$ cat src/vts_pkg.sv
// Shared constants, types and the arctangent table for the velocity to
// speed and heading converter. No dependencies.
package vts_pkg;

	localparam int CORDIC_ITERATIONS = 16;
	localparam int ATAN_TABLE_LEN    = 24;
	localparam int N_ITER = (CORDIC_ITERATIONS > ATAN_TABLE_LEN) ?
		ATAN_TABLE_LEN : CORDIC_ITERATIONS;
	localparam int ITER_W     = (N_ITER > 1) ? $clog2(N_ITER) : 1;
	localparam int ATAN_IDX_W = 5;

	localparam int VEL_W      = 16;
	localparam int MAG_W      = 16;
	localparam int HEAD_W     = 15;
	localparam int EXTRA_FRAC = 8;

	// datapath: Q8.16 components with headroom for the CORDIC gain
	localparam int DP_W   = 27;
	localparam int Z_W    = 24;
	localparam int TOT_W  = 26;
	localparam int GAIN_W = 16;
	localparam int PROD_W = DP_W - 1 + GAIN_W;
	localparam int MAG_SHIFT = 16 + EXTRA_FRAC;

	localparam logic [GAIN_W-1:0] INV_GAIN  = 16'd39797;
	localparam logic [TOT_W-1:0]  FULL_Q16  = TOT_W'(360 * 65536);
	localparam logic [TOT_W-1:0]  HALF_Q16  = TOT_W'(180 * 65536);
	localparam logic [TOT_W-1:0]  HEAD_RND  = TOT_W'(512);
	localparam logic [PROD_W-1:0] MAG_RND   = PROD_W'(1) << (MAG_SHIFT - 1);
	localparam logic [MAG_W-1:0]  MAG_MAX   = '1;

	localparam logic [HEAD_W:0]   HEADING_FULL = (HEAD_W + 1)'(360 * 64);
	localparam logic [HEAD_W-1:0] HEADING_90   = HEAD_W'(90 * 64);
	localparam logic [HEAD_W-1:0] HEADING_270  = HEAD_W'(270 * 64);

	typedef logic signed [VEL_W-1:0] vel_t;
	typedef logic [MAG_W-1:0]        mag_t;
	typedef logic [HEAD_W-1:0]       head_t;
	typedef logic signed [DP_W-1:0]  dp_t;
	typedef logic signed [Z_W-1:0]   ang_t;

	typedef struct packed {
		logic busy;
		logic done;
	} cord_sts_t;

	// atan(2^-i) in 1/65536 degree
	function automatic ang_t atan_q16(input logic [ATAN_IDX_W-1:0] idx);
		ang_t a;
		case (idx)
			5'd0:    a = Z_W'(2949120);
			5'd1:    a = Z_W'(1740967);
			5'd2:    a = Z_W'(919879);
			5'd3:    a = Z_W'(466945);
			5'd4:    a = Z_W'(234379);
			5'd5:    a = Z_W'(117304);
			5'd6:    a = Z_W'(58666);
			5'd7:    a = Z_W'(29335);
			5'd8:    a = Z_W'(14668);
			5'd9:    a = Z_W'(7334);
			5'd10:   a = Z_W'(3667);
			5'd11:   a = Z_W'(1833);
			5'd12:   a = Z_W'(917);
			5'd13:   a = Z_W'(458);
			5'd14:   a = Z_W'(229);
			5'd15:   a = Z_W'(115);
			5'd16:   a = Z_W'(57);
			5'd17:   a = Z_W'(29);
			5'd18:   a = Z_W'(14);
			5'd19:   a = Z_W'(7);
			5'd20:   a = Z_W'(4);
			5'd21:   a = Z_W'(2);
			5'd22:   a = Z_W'(1);
			default: a = '0;
		endcase
		return a;
	endfunction

endpackage

$ cat src/vts_vel_if.sv
// Input channel: velocity components with valid/ready handshake.
// Depends on vts_pkg.
interface vts_vel_if import vts_pkg::*; ();
	logic valid;
	logic ready;
	vel_t horizontal_velocity;
	vel_t vertical_velocity;

	modport source (output valid, horizontal_velocity, vertical_velocity, input ready);
	modport sink   (input valid, horizontal_velocity, vertical_velocity, output ready);
endinterface

$ cat src/vts_polar_if.sv
// Output channel: speed, heading and hold flag with valid/ready handshake.
// Depends on vts_pkg.
interface vts_polar_if import vts_pkg::*; ();
	logic  valid;
	logic  ready;
	mag_t  speed_magnitude;
	head_t heading_angle;
	logic  heading_held;

	modport source (output valid, speed_magnitude, heading_angle, heading_held,
		input ready);
	modport sink   (input valid, speed_magnitude, heading_angle, heading_held,
		output ready);
endinterface

$ cat src/vts_cordic.sv
// Iterative CORDIC in vectoring mode: one shift-add rotation per cycle.
// Depends on vts_pkg.
module vts_cordic import vts_pkg::*; (
	input  logic      clk,
	input  logic      arst_n,
	input  logic      start,
	input  vel_t      hx,
	input  vel_t      vy,
	output cord_sts_t sts,
	output dp_t       x,
	output ang_t      z
);

	dp_t               x_q, y_q;
	ang_t              z_q;
	logic [ITER_W-1:0] i_q;
	logic              busy_q, done_q;

	dp_t  hx_ext, vy_ext, x0, y0, xs, ys;
	ang_t a;
	logic last;

	always_comb begin
		hx_ext = DP_W'(hx);
		vy_ext = DP_W'(vy);
		// fold the left half plane into the right one
		if (hx[VEL_W-1]) begin
			x0 = (-hx_ext) <<< EXTRA_FRAC;
			y0 = (-vy_ext) <<< EXTRA_FRAC;
		end else begin
			x0 = hx_ext <<< EXTRA_FRAC;
			y0 = vy_ext <<< EXTRA_FRAC;
		end
		xs   = x_q >>> i_q;
		ys   = y_q >>> i_q;
		a    = atan_q16(ATAN_IDX_W'(i_q));
		last = (i_q == ITER_W'(N_ITER - 1));
	end

	always_ff @(posedge clk or negedge arst_n) begin
		if (!arst_n) begin
			busy_q <= 1'b0;
			done_q <= 1'b0;
			i_q    <= '0;
		end else begin
			done_q <= 1'b0;
			if (start) begin
				busy_q <= 1'b1;
				i_q    <= '0;
			end else if (busy_q) begin
				if (last) begin
					busy_q <= 1'b0;
					done_q <= 1'b1;
				end else begin
					i_q <= i_q + 1'b1;
				end
			end
		end
	end

	always_ff @(posedge clk) begin
		if (start) begin
			x_q <= x0;
			y_q <= y0;
			z_q <= '0;
		end else if (busy_q) begin
			if (!y_q[DP_W-1]) begin
				x_q <= x_q + ys;
				y_q <= y_q - xs;
				z_q <= z_q + a;
			end else begin
				x_q <= x_q - ys;
				y_q <= y_q + xs;
				z_q <= z_q - a;
			end
		end
	end

	assign sts.busy = busy_q;
	assign sts.done = done_q;
	assign x        = x_q;
	assign z        = z_q;

endmodule

$ cat src/vts_post.sv
// Gain removal and heading wrap after the CORDIC: one registered multiply
// and wrap, then rounding and saturation. Depends on vts_pkg.
module vts_post import vts_pkg::*; (
	input  logic  clk,
	input  logic  load,
	input  logic  left_half,
	input  dp_t   x,
	input  ang_t  z,
	output mag_t  mag,
	output head_t heading
);

	logic [PROD_W-1:0] prod_q;
	logic [TOT_W-1:0]  tot_q;

	logic [DP_W-2:0]   x_pos;
	logic [PROD_W-1:0] prod_d;
	logic [TOT_W-1:0]  tot_raw, tot_d;
	logic [PROD_W-1:0] mag_sum;
	logic [PROD_W-MAG_SHIFT-1:0] mag_full;
	logic [TOT_W-1:0]  head_sum;
	logic [HEAD_W:0]   head_full;

	always_comb begin
		x_pos   = x[DP_W-1] ? '0 : x[DP_W-2:0];
		prod_d  = PROD_W'(x_pos) * PROD_W'(INV_GAIN);
		tot_raw = TOT_W'(z) + (left_half ? HALF_Q16 : '0);
		// wrap into [0, 360) degrees
		if (tot_raw[TOT_W-1])
			tot_d = tot_raw + FULL_Q16;
		else if (tot_raw >= FULL_Q16)
			tot_d = tot_raw - FULL_Q16;
		else
			tot_d = tot_raw;
	end

	always_ff @(posedge clk) begin
		if (load) begin
			prod_q <= prod_d;
			tot_q  <= tot_d;
		end
	end

	always_comb begin
		mag_sum  = prod_q + MAG_RND;
		mag_full = mag_sum[PROD_W-1:MAG_SHIFT];
		mag      = (mag_full > (PROD_W-MAG_SHIFT)'(MAG_MAX)) ? MAG_MAX : mag_full[MAG_W-1:0];
		head_sum  = tot_q + HEAD_RND;
		head_full = head_sum[HEAD_W+10:10];
		if (head_full >= HEADING_FULL)
			head_full = head_full - HEADING_FULL;
		heading = head_full[HEAD_W-1:0];
	end

endmodule

$ cat src/velocity_to_speed_and_heading_top.sv
// Velocity to speed and heading converter, top level.
// Depends on vts_pkg, vts_vel_if, vts_polar_if, vts_cordic and vts_post.
//
// vel (sink) takes signed Q8.8 horizontal and vertical velocity components.
// polar (source) gives for each item one result: speed in unsigned Q8.8,
// heading in 1/64 degree (0 to 23039) and a flag set when a zero vector
// kept the previous heading.
// One item is worked at a time; vel.ready is high only while idle.
// A nonzero vector passes one rotation per cycle through the single
// shift-add CORDIC unit, then the registered gain multiply and heading
// wrap, then rounding into the output register. A zero vector goes
// straight to the output register.
// The next item is taken as soon as its result is in the output register,
// even while the receiver has not taken it; a finished item waits in the
// last step until the output register frees.
// Reset clears the handshakes and sets the remembered heading to 0.
module velocity_to_speed_and_heading_top import vts_pkg::*; (
	input  logic               clk,
	input  logic               arst_n,
	vts_vel_if.sink            vel,
	vts_polar_if.source        polar
);

	localparam logic [1:0] S_IDLE = 2'd0;
	localparam logic [1:0] S_RUN  = 2'd1;
	localparam logic [1:0] S_OUT  = 2'd2;

	logic [1:0] state_q;
	logic       zero_q, hzero_q, vpos_q, left_q;
	head_t      last_heading_q;
	mag_t       mag_q;
	head_t      head_q;
	logic       held_q, out_valid_q;

	logic      in_xfer, is_zero, out_write;
	cord_sts_t cord_sts;
	dp_t       cord_x;
	ang_t      cord_z;
	mag_t      post_mag;
	head_t     post_head;
	head_t     new_head;

	assign in_xfer = vel.valid && vel.ready;
	assign is_zero = (vel.horizontal_velocity == '0) && (vel.vertical_velocity == '0);
	assign out_write = (state_q == S_OUT) && (!out_valid_q || polar.ready);

	vts_cordic u_cordic (
		.clk    (clk),
		.arst_n (arst_n),
		.start  (in_xfer && !is_zero),
		.hx     (vel.horizontal_velocity),
		.vy     (vel.vertical_velocity),
		.sts    (cord_sts),
		.x      (cord_x),
		.z      (cord_z)
	);

	vts_post u_post (
		.clk       (clk),
		.load      (cord_sts.done),
		.left_half (left_q),
		.x         (cord_x),
		.z         (cord_z),
		.mag       (post_mag),
		.heading   (post_head)
	);

	always_comb begin
		if (hzero_q)
			new_head = vpos_q ? HEADING_90 : HEADING_270;
		else
			new_head = post_head;
	end

	always_ff @(posedge clk or negedge arst_n) begin
		if (!arst_n) begin
			state_q        <= S_IDLE;
			out_valid_q    <= 1'b0;
			last_heading_q <= '0;
		end else begin
			case (state_q)
				S_IDLE: begin
					if (in_xfer)
						state_q <= is_zero ? S_OUT : S_RUN;
				end
				S_RUN: begin
					if (cord_sts.done)
						state_q <= S_OUT;
				end
				S_OUT: begin
					if (out_write)
						state_q <= S_IDLE;
				end
				default: state_q <= S_IDLE;
			endcase
			if (out_write) begin
				out_valid_q <= 1'b1;
				if (!zero_q)
					last_heading_q <= new_head;
			end else if (polar.ready) begin
				out_valid_q <= 1'b0;
			end
		end
	end

	always_ff @(posedge clk) begin
		if (in_xfer) begin
			zero_q  <= is_zero;
			hzero_q <= (vel.horizontal_velocity == '0);
			vpos_q  <= !vel.vertical_velocity[VEL_W-1];
			left_q  <= vel.horizontal_velocity[VEL_W-1];
		end
		if (out_write) begin
			// hold the previous heading for a zero vector
			if (zero_q) begin
				mag_q  <= '0;
				head_q <= last_heading_q;
				held_q <= 1'b1;
			end else begin
				mag_q  <= post_mag;
				head_q <= new_head;
				held_q <= 1'b0;
			end
		end
	end

	assign vel.ready             = (state_q == S_IDLE);
	assign polar.valid           = out_valid_q;
	assign polar.speed_magnitude = mag_q;
	assign polar.heading_angle   = head_q;
	assign polar.heading_held    = held_q;

endmodule
$ cat src/flat_wrapper.sv
// flat-port wrapper written by rule: the top's interface ports become plain ports
module velocity_to_speed_and_heading_top_flat import vts_pkg::*;
  (clk, arst_n, vel_valid, vel_horizontal_velocity, vel_vertical_velocity, vel_ready, polar_valid, polar_speed_magnitude, polar_heading_angle, polar_heading_held, polar_ready);
  vts_vel_if vel_i ();
  vts_polar_if polar_i ();
  input  logic clk;
  input  logic arst_n;
  input wire logic [$bits(vel_i.valid)-1:0] vel_valid;
  input wire logic [$bits(vel_i.horizontal_velocity)-1:0] vel_horizontal_velocity;
  input wire logic [$bits(vel_i.vertical_velocity)-1:0] vel_vertical_velocity;
  output wire logic [$bits(vel_i.ready)-1:0] vel_ready;
  output wire logic [$bits(polar_i.valid)-1:0] polar_valid;
  output wire logic [$bits(polar_i.speed_magnitude)-1:0] polar_speed_magnitude;
  output wire logic [$bits(polar_i.heading_angle)-1:0] polar_heading_angle;
  output wire logic [$bits(polar_i.heading_held)-1:0] polar_heading_held;
  input wire logic [$bits(polar_i.ready)-1:0] polar_ready;
  assign vel_i.valid = vel_valid;
  assign vel_i.horizontal_velocity = vel_horizontal_velocity;
  assign vel_i.vertical_velocity = vel_vertical_velocity;
  assign vel_ready = vel_i.ready;
  assign polar_valid = polar_i.valid;
  assign polar_speed_magnitude = polar_i.speed_magnitude;
  assign polar_heading_angle = polar_i.heading_angle;
  assign polar_heading_held = polar_i.heading_held;
  assign polar_i.ready = polar_ready;
  velocity_to_speed_and_heading_top u_core (.clk(clk), .arst_n(arst_n), .vel(vel_i), .polar(polar_i));
endmodule
$ cat config.mk
export PLATFORM = sky130hd
export DESIGN_NAME = velocity_to_speed_and_heading_top_flat
export DESIGN_NICKNAME = d
export VERILOG_FILES = /design/src/vts_pkg.sv /design/src/vts_vel_if.sv /design/src/vts_polar_if.sv /design/src/vts_cordic.sv /design/src/vts_post.sv /design/src/velocity_to_speed_and_heading_top.sv /design/src/flat_wrapper.sv
export SDC_FILE = /design/constraint.sdc
export NUM_CORES = 1
export LEC_CHECK = 0
export BUFFER_PORTS_ARGS = -buffer_cell sky130_fd_sc_hd__buf_4
export CAP_MARGIN = 15
export CELL_PAD_IN_SITES_DETAIL_PLACEMENT = 1
export CELL_PAD_IN_SITES_GLOBAL_PLACEMENT = 1
export CORE_MARGIN = 2
export CORE_UTILIZATION = 51
export CTS_CLUSTER_SIZE = 16
export DETAILED_ROUTE_END_ITERATION = 6
export PLACE_DENSITY = 0.92
export SLEW_MARGIN = 25
export SYNTH_ARGS = -nofsm -noshare
export SYNTH_HDL_FRONTEND = slang
export SYNTH_SLANG_ARGS = --single-unit
$ cat constraint.sdc
create_clock -name clk -period 8.8 [get_ports clk]
set_clock_uncertainty 0.15 [all_clocks]
set_input_delay 1.76 -clock clk [delete_from_list [all_inputs] [get_ports clk]]
set_output_delay 1.76 -clock clk [all_outputs]
set_load 0.02 [all_outputs]
==> results of run 1 <==
cell type report:
type	count	area (um^2)	share of cell area, %
antenna	1	2.50	0.00980
clock buffer	18	450	1.76
clock inverter	14	140	0.549
inverter	306	1150	4.50
multi-input combinational	2036	17400	68.1
sequential	174	4870	19.1
tap	607	759	2.97
timing repair buffer	99	763	2.99
state kept, by name, indices dropped and copies added (netlist names), 2 cells and up:
name	count
u_core.u_cordic.i_q	4
u_core.state_q	2
u_core.u_cordic.y_q	27
u_core.u_post.prod_q	19
u_core.polar.heading_angle	15
u_core.polar.speed_magnitude	16
u_core.u_post.tot_q	17
u_core.u_cordic.x	27
u_core.last_heading_q	15
u_core.u_cordic.z	24
cells in the final DEF (no fill, tap or decap), types with 24 or more instances in the layout:
master	instances
ha_1	246
buf_4	98
and2_1	34
xnor2_1	167
nand3_1	38
edfxtp_1	126
mux2i_1	47
o21ai_0	125
nor3_1	43
mux2_2	34
inv_1	304
nand2_1	186
a21o_1	46
a21oi_1	177
mux4_2	53
xor2_1	99
nand2b_1	37
fa_1	157
nor2_1	210
dfxtp_1	24
nor2b_1	49
a31oi_1	28
routing by layer:
metal	vias to the layer above	track usage, %	routed length (um)	share of wire (%)
met5	-	0	0	0
met1	9881	36.6	29500	41
met4	0	12.2	2620	3.7
met3	144	4.36	3270	4.6
li1	9080	-	-	-
met2	523	53.4	36000	50
logic make-up after synthesis:
logic type | Yosys count | synth area share, %
DFF | 174 | 20.3
xor gates and xnor gates | 266 | 9.73
and+or+nand+nor | 709 | 14.5
adders and majority gates | 403 | 26.0
AOI/OAI and AO/OA | 518 | 13.3
buffers and inverters | 424 | 7.07
muxes | 140 | 9.08
final timing paths:
kind	cells past startpoint	end	from	slack (ns)
min reg2reg	2	u_core.u_cordic.z[3]$_SDFFE_PP0P_	u_core.u_cordic.z[3]$_SDFFE_PP0P_	0.34
max	23	u_core.u_post.prod_q[41]$_DFFE_PP_	u_core.u_cordic.x[16]$_DFFE_PP_	0.60
min in group asynchronous	1	u_core.last_heading_q[8]$_DFFE_PN0P_	arst_n	1.01
max reg2reg	23	u_core.u_post.prod_q[41]$_DFFE_PP_	u_core.u_cordic.x[16]$_DFFE_PP_	0.60
max in group asynchronous	1	u_core.u_cordic.i_q[0]$_DFFE_PN0P_	arst_n	7.18
min	2	u_core.u_cordic.z[3]$_SDFFE_PP0P_	u_core.u_cordic.z[3]$_SDFFE_PP0P_	0.34
critical path, delay by kind of cell, from the launching register on:
kind | cells | cell delay (ns)
AO/OA/AOI/OAI | 10 | 3.04
adder cells (fa/ha/maj) | 6 | 2.93
AND/OR/NAND/NOR | 3 | 0.91
flip-flops | 1 | 0.61
buffers and inverters | 3 | 0.18
XOR/XNOR | 1 | 0.13
through the flow:
stage	util, %	instance area, um^2
after floorplan	-	23900
after global routing	55.0	25500
after global placement	53.6	24900
after CTS	54.9	25500
final	55.0	25500
after detailed placement	53.6	24900
what timing repair did:
action	CTS	global route
setup endpoints to repair	0	1
endpoints found under the hold margin	0	0
setup buffers	0	1
==> results.tsv, run 1 <==
stage	metric	value	unit
routing	post_drt_via_cell_ratio	6.03	
placement	port-buffer-count	69	
routing	drc	0	
synth	synth_edf_count	126	
finish	area_growth	6.67	%
cts	cts_resized	0	
run_status	status	completed	
die	core	46500	um^2
die	chipWidth	221	um
routing	drtIter0Drc	1272	
global_route	antenna_found_initial	1	
cts	clock_latency	0.50	ns
sta	worst_slack	0.601	ns
global_route	grt_usage	30.1	%
routing	vias	19628	
sta	setup_violations	0	
setup_path	cpMaxStageDelayCell	edfxtp_1	
setup_path	path_class	flip-flop to flip-flop	
sta	rsz0062_at_grt	no	
finish	drive_above_1_share	10.1	%
synth	synth_cells	2634	
sta	max_freq	122	MHz
sta	hold_viol_final	0	
global_route	grt_start_max_net_pins	71	
sta	final_max_slew_viol_count	0	
cts	clk_pin_slew	0.08	ns
global_route	grt_pass1_wl	114	mm
routing	wl_per_cell	21.9	um
job	drv_cap	0	
synth	synth_area	23900	um^2
sta	post-route-period-util	93.2	%
sta	fin_setup_tns	0	ns
placement	dpl.hpwl	57.2	mm
placement	gp_congestion	0.990	
setup_path	crit_top_cell	fa_1	
die	fp.dieH	221	um
cts	cts_root_buf	clkbuf_16	
sta	tightest_slew	1.02	ns
sta	slew_headroom	31.2	%
sta	worst_hold_slack	0.335	ns
cts	cts_buffers	17	
synth	synthTopCellsByArea	edfxtp_1 16%, fa_1 13%, ha_1 13%	
global_route	grt_pass1_vias	21272	
min_path	hold_class	flip-flop to flip-flop	
synth	yosysTopAreaCellShare	15.8	%
die	rows	79	
die	io_pins	70	
setup_path	path_cells	nor2b_1, nand2_1, a21boi_0, fa_1, inv_1, fa_1, fa_1, fa_1, inv_1, fa_1, inv_1, ha_1, a211oi_1, o21ai_1, a211oi_1, o221a_2, a21oi_1, a21oi_1, o21ai_1, o41ai_1, nor2_1, a2111oi_1, xnor2_1	
cts	htree_levels	4	
synth	yosysUniqueCellTypes	87	
cts	cts_tree	done	
sta	finalCriticalPeriod	8.20	ns
routing	first_pass_iters	5	
synth	synth.cells.most_frequent	306 x inv_1, 246 x ha_1, 211 x nor2_1	
finish	final_cells	3255	
synth	syn_avg_cell_area	9.09	um^2
synth	synth_flop_cell	edfxtp_1	
routing	ant_nets	0	
setup_path	critical_path_required	8.89	ns
global_route	gr-total-overflow	0	
synth	yosysSeqAreaShare	20.3	%
routing	routed_wirelength	71.4	mm
cts	clockBufferDepth	2	
synth	async_flop_share	13.8	%
setup_path	max_stage_delay	0.61	ns
cts	holdBufCountCts	0	
setup_path	start_kind	flip-flop	
finish	nets	3073	
setup_path	cp.arrival	8.29	ns
synth	ys_ff_latch	174	
synth	syn_nets	3073	
placement	dpl.cell_count	3220	
die	dieArea	48700	um^2
synth	yosysTopAreaCell	edfxtp_1	
synth	yosys_warnings	0	
setup_path	endpoint_kind	flip-flop	
die	initial_core_util	51.5	%
setup_path	path_max_fanout	8	
synth	yosysMostFrequentCell	inv_1	
placement	dpl_worst_slack	0.613	ns
cts	clock_sinks	174	
finish	fillers	5361	
Power of run 1 is left out: the tool's default activity adds up to more than one toggle a clock period on the data nets, which glitch-free logic cannot reach.
==> inputs of run 2 (changes only) <==
MAX_ROUTING_LAYER = met4   (was default)
==> results.tsv, run 2 (synthesized netlist as in run 1, its figures left out) <==
stage	metric	value	unit
run_status	status	completed	
setup_path	path_cells	buf_4, nor2b_1, and2_1, a21oi_1, fa_1, inv_1, fa_1, fa_1, fa_1, inv_1, fa_1, inv_1, ha_1, a211oi_1, o21ai_1, a211oi_1, o221a_2, a21oi_1, a21oi_1, o21ai_1, o41ai_1, nor2_1, a2111oi_1, xnor2_1	
setup_path	r2r_end	u_core.u_post.prod_q[41]$_DFFE_PP_	
die	chipWidth	221	um
cts	clockBufferDepth	2	
finish	design_area	25600	um^2
die	io_pins	70	
global_route	antenna_found_initial	2	
die	initial_core_util	51.5	%
global_route	grt_pass1_wl	114	mm
setup_path	critPathTopFamily	adder cells	
job	drv_cap	0	
finish	regArea	4870	um^2
sta	fin_setup_tns	0	ns
setup_path	endpoint_kind	flip-flop	
cts	htree_levels	4	
cts	cts_tree	done	
placement	dpl_cell_area	25000	um^2
sta	max_freq	121	MHz
global_route	grt_pass1_vias	21063	
finish	mostFrequentLayoutCell	inv_1	
routing	drc	0	
placement	dpl.cell_count	3224	
setup_path	cpMaxStageDelayCell	o41ai_1	
setup_path	crit_top_cell	fa_1	
placement	gp_congestion	0.986	
die	core	46500	um^2
die	dieArea	48700	um^2
cts	post_cts_buffers	0	
min_path	hold_class	flip-flop to flip-flop	
die	fp.dieH	221	um
placement	port-buffer-count	69	
setup_path	path_class	flip-flop to flip-flop	
setup_path	r2r_start	u_core.u_cordic.x[26]$_DFFE_PP_	
setup_path	path_max_fanout	17	
routing	vias	19828	
routing	ant_nets	0	
sta	slew_headroom	35.8	%
sta	finalCriticalPeriod	8.30	ns
cts	clk_pin_slew	0.07	ns
finish	diodes	0	
finish	nets	3076	
cts	cts_buffers	17	
cts	holdBufCountCts	0	
setup_path	path_buf_inv	4	
min_path	hp-start	u_core.u_cordic.z[3]$_SDFFE_PP0P_	
sta	hold_viol_final	0	
cts	cts_root_buf	clkbuf_16	
finish	multi_input_area	17400	um^2
global_route	gr-total-overflow	0	
finish	final_cells	3257	
setup_path	reg2reg_depth	24	
global_route	grt_start_max_net_pins	71	
setup_path	max_stage_delay	0.62	ns
cts	clock_sinks	174	
sta	rsz0062_at_grt	no	
setup_path	cp.arrival	8.37	ns
setup_path	critical_path_required	8.88	ns
routing	drtIter0Drc	1299	
setup_path	start_kind	flip-flop	
finish	drive_above_1_share	10.2	%
global_route	grt_usage	31.1	%
die	rows	79	
setup_path	reg2reg_slack	0.50	ns
sta	post-route-period-util	94.3	%
finish	fillers	5439	
routing	routed_wirelength	72.0	mm
routing	post_drt_via_cell_ratio	6.09	
sta	tightest_slew	0.963	ns
finish	area_growth	6.75	%
routing	wl_per_cell	22.1	um
sta	final_max_slew_viol_count	0	
cts	clock_latency	0.49	ns
min_path	holdPathEnd	u_core.u_cordic.z[3]$_SDFFE_PP0P_	
min_path	whs_path_depth	2	
routing	first_pass_iters	5	
placement	dpl.hpwl	57.6	mm
finish	mostFrequentLayoutCells	305 x inv_1, 246 x ha_1, 210 x nor2_1, 186 x nand2_1, 177 x a21oi_1	
sta	setup_violations	0	
cts	cts_resized	0	
[run 2: cell types whose count changed in the layout (fill, tap and decap cells not counted), sizes merged]
cell    previous run  this run
clkinv             8         3
buf               99       102
diode              1         0
inv              312       315
clkbuf            18        20
[run 2: worst max-delay path by stage]
stage | start | end | slack (ns) | cells after the start
floorplan | u_core.u_cordic.x[26]$_DFFE_PP_ | u_core.u_post.prod_q[41]$_DFFE_PP_ | 0.80 | 28
global placement | u_core.u_cordic.x[26]$_DFFE_PP_ | u_core.u_post.prod_q[41]$_DFFE_PP_ | 1.00 | 23
detailed placement | u_core.u_cordic.x[26]$_DFFE_PP_ | u_core.u_post.prod_q[41]$_DFFE_PP_ | 0.60 | 24
CTS | u_core.u_cordic.x[26]$_DFFE_PP_ | u_core.u_post.prod_q[41]$_DFFE_PP_ | 0.54 | 24
global route | u_core.u_cordic.x[26]$_DFFE_PP_ | u_core.u_post.prod_q[41]$_DFFE_PP_ | 0.04 | 24
finish | u_core.u_cordic.x[26]$_DFFE_PP_ | u_core.u_post.prod_q[41]$_DFFE_PP_ | 0.50 | 24
[run 2: worst register-to-register path: cells and delay by family (launching register included)]
| family | cells | cell delay (ns) |
|---|---|---|
| simple gates | 3 | 1.01 |
| xor+xnor | 1 | 0.12 |
| fa+ha+maj | 6 | 2.90 |
| flops | 1 | 0.59 |
| compound gates | 10 | 2.81 |
| buf+inv | 4 | 0.45 |
[run 2: routing by layer]
layer	GRT usage, %	wire, um	vias up
met5	-	0	-
met4	11.6	2510	0
met3	3.04	3220	150
met2	53.5	36400	567
met1	37.7	29900	10033
li1	-	-	9078
[run 2: through the flow]
step	utilization (%)	hold slack, ns	setup WS (ns)
after floorplan	-	0.281	0.804
after global placement	53.7	0.303	1.00
after detailed placement	53.7	0.321	0.596
after CTS	55.0	0.334	0.544
after global routing	55.0	0.346	0.0379
final	55.0	0.328	0.503
[run 2: layout make-up]
type	instances	area share [%]
sequential	174	19.1
inverter	306	4.49
tap	607	2.97
timing repair buffer	102	3.12
multi-input combinational	2036	68.1
clock buffer	20	1.83
clock inverter	12	0.426
Power of run 2 is left out for the same reason.
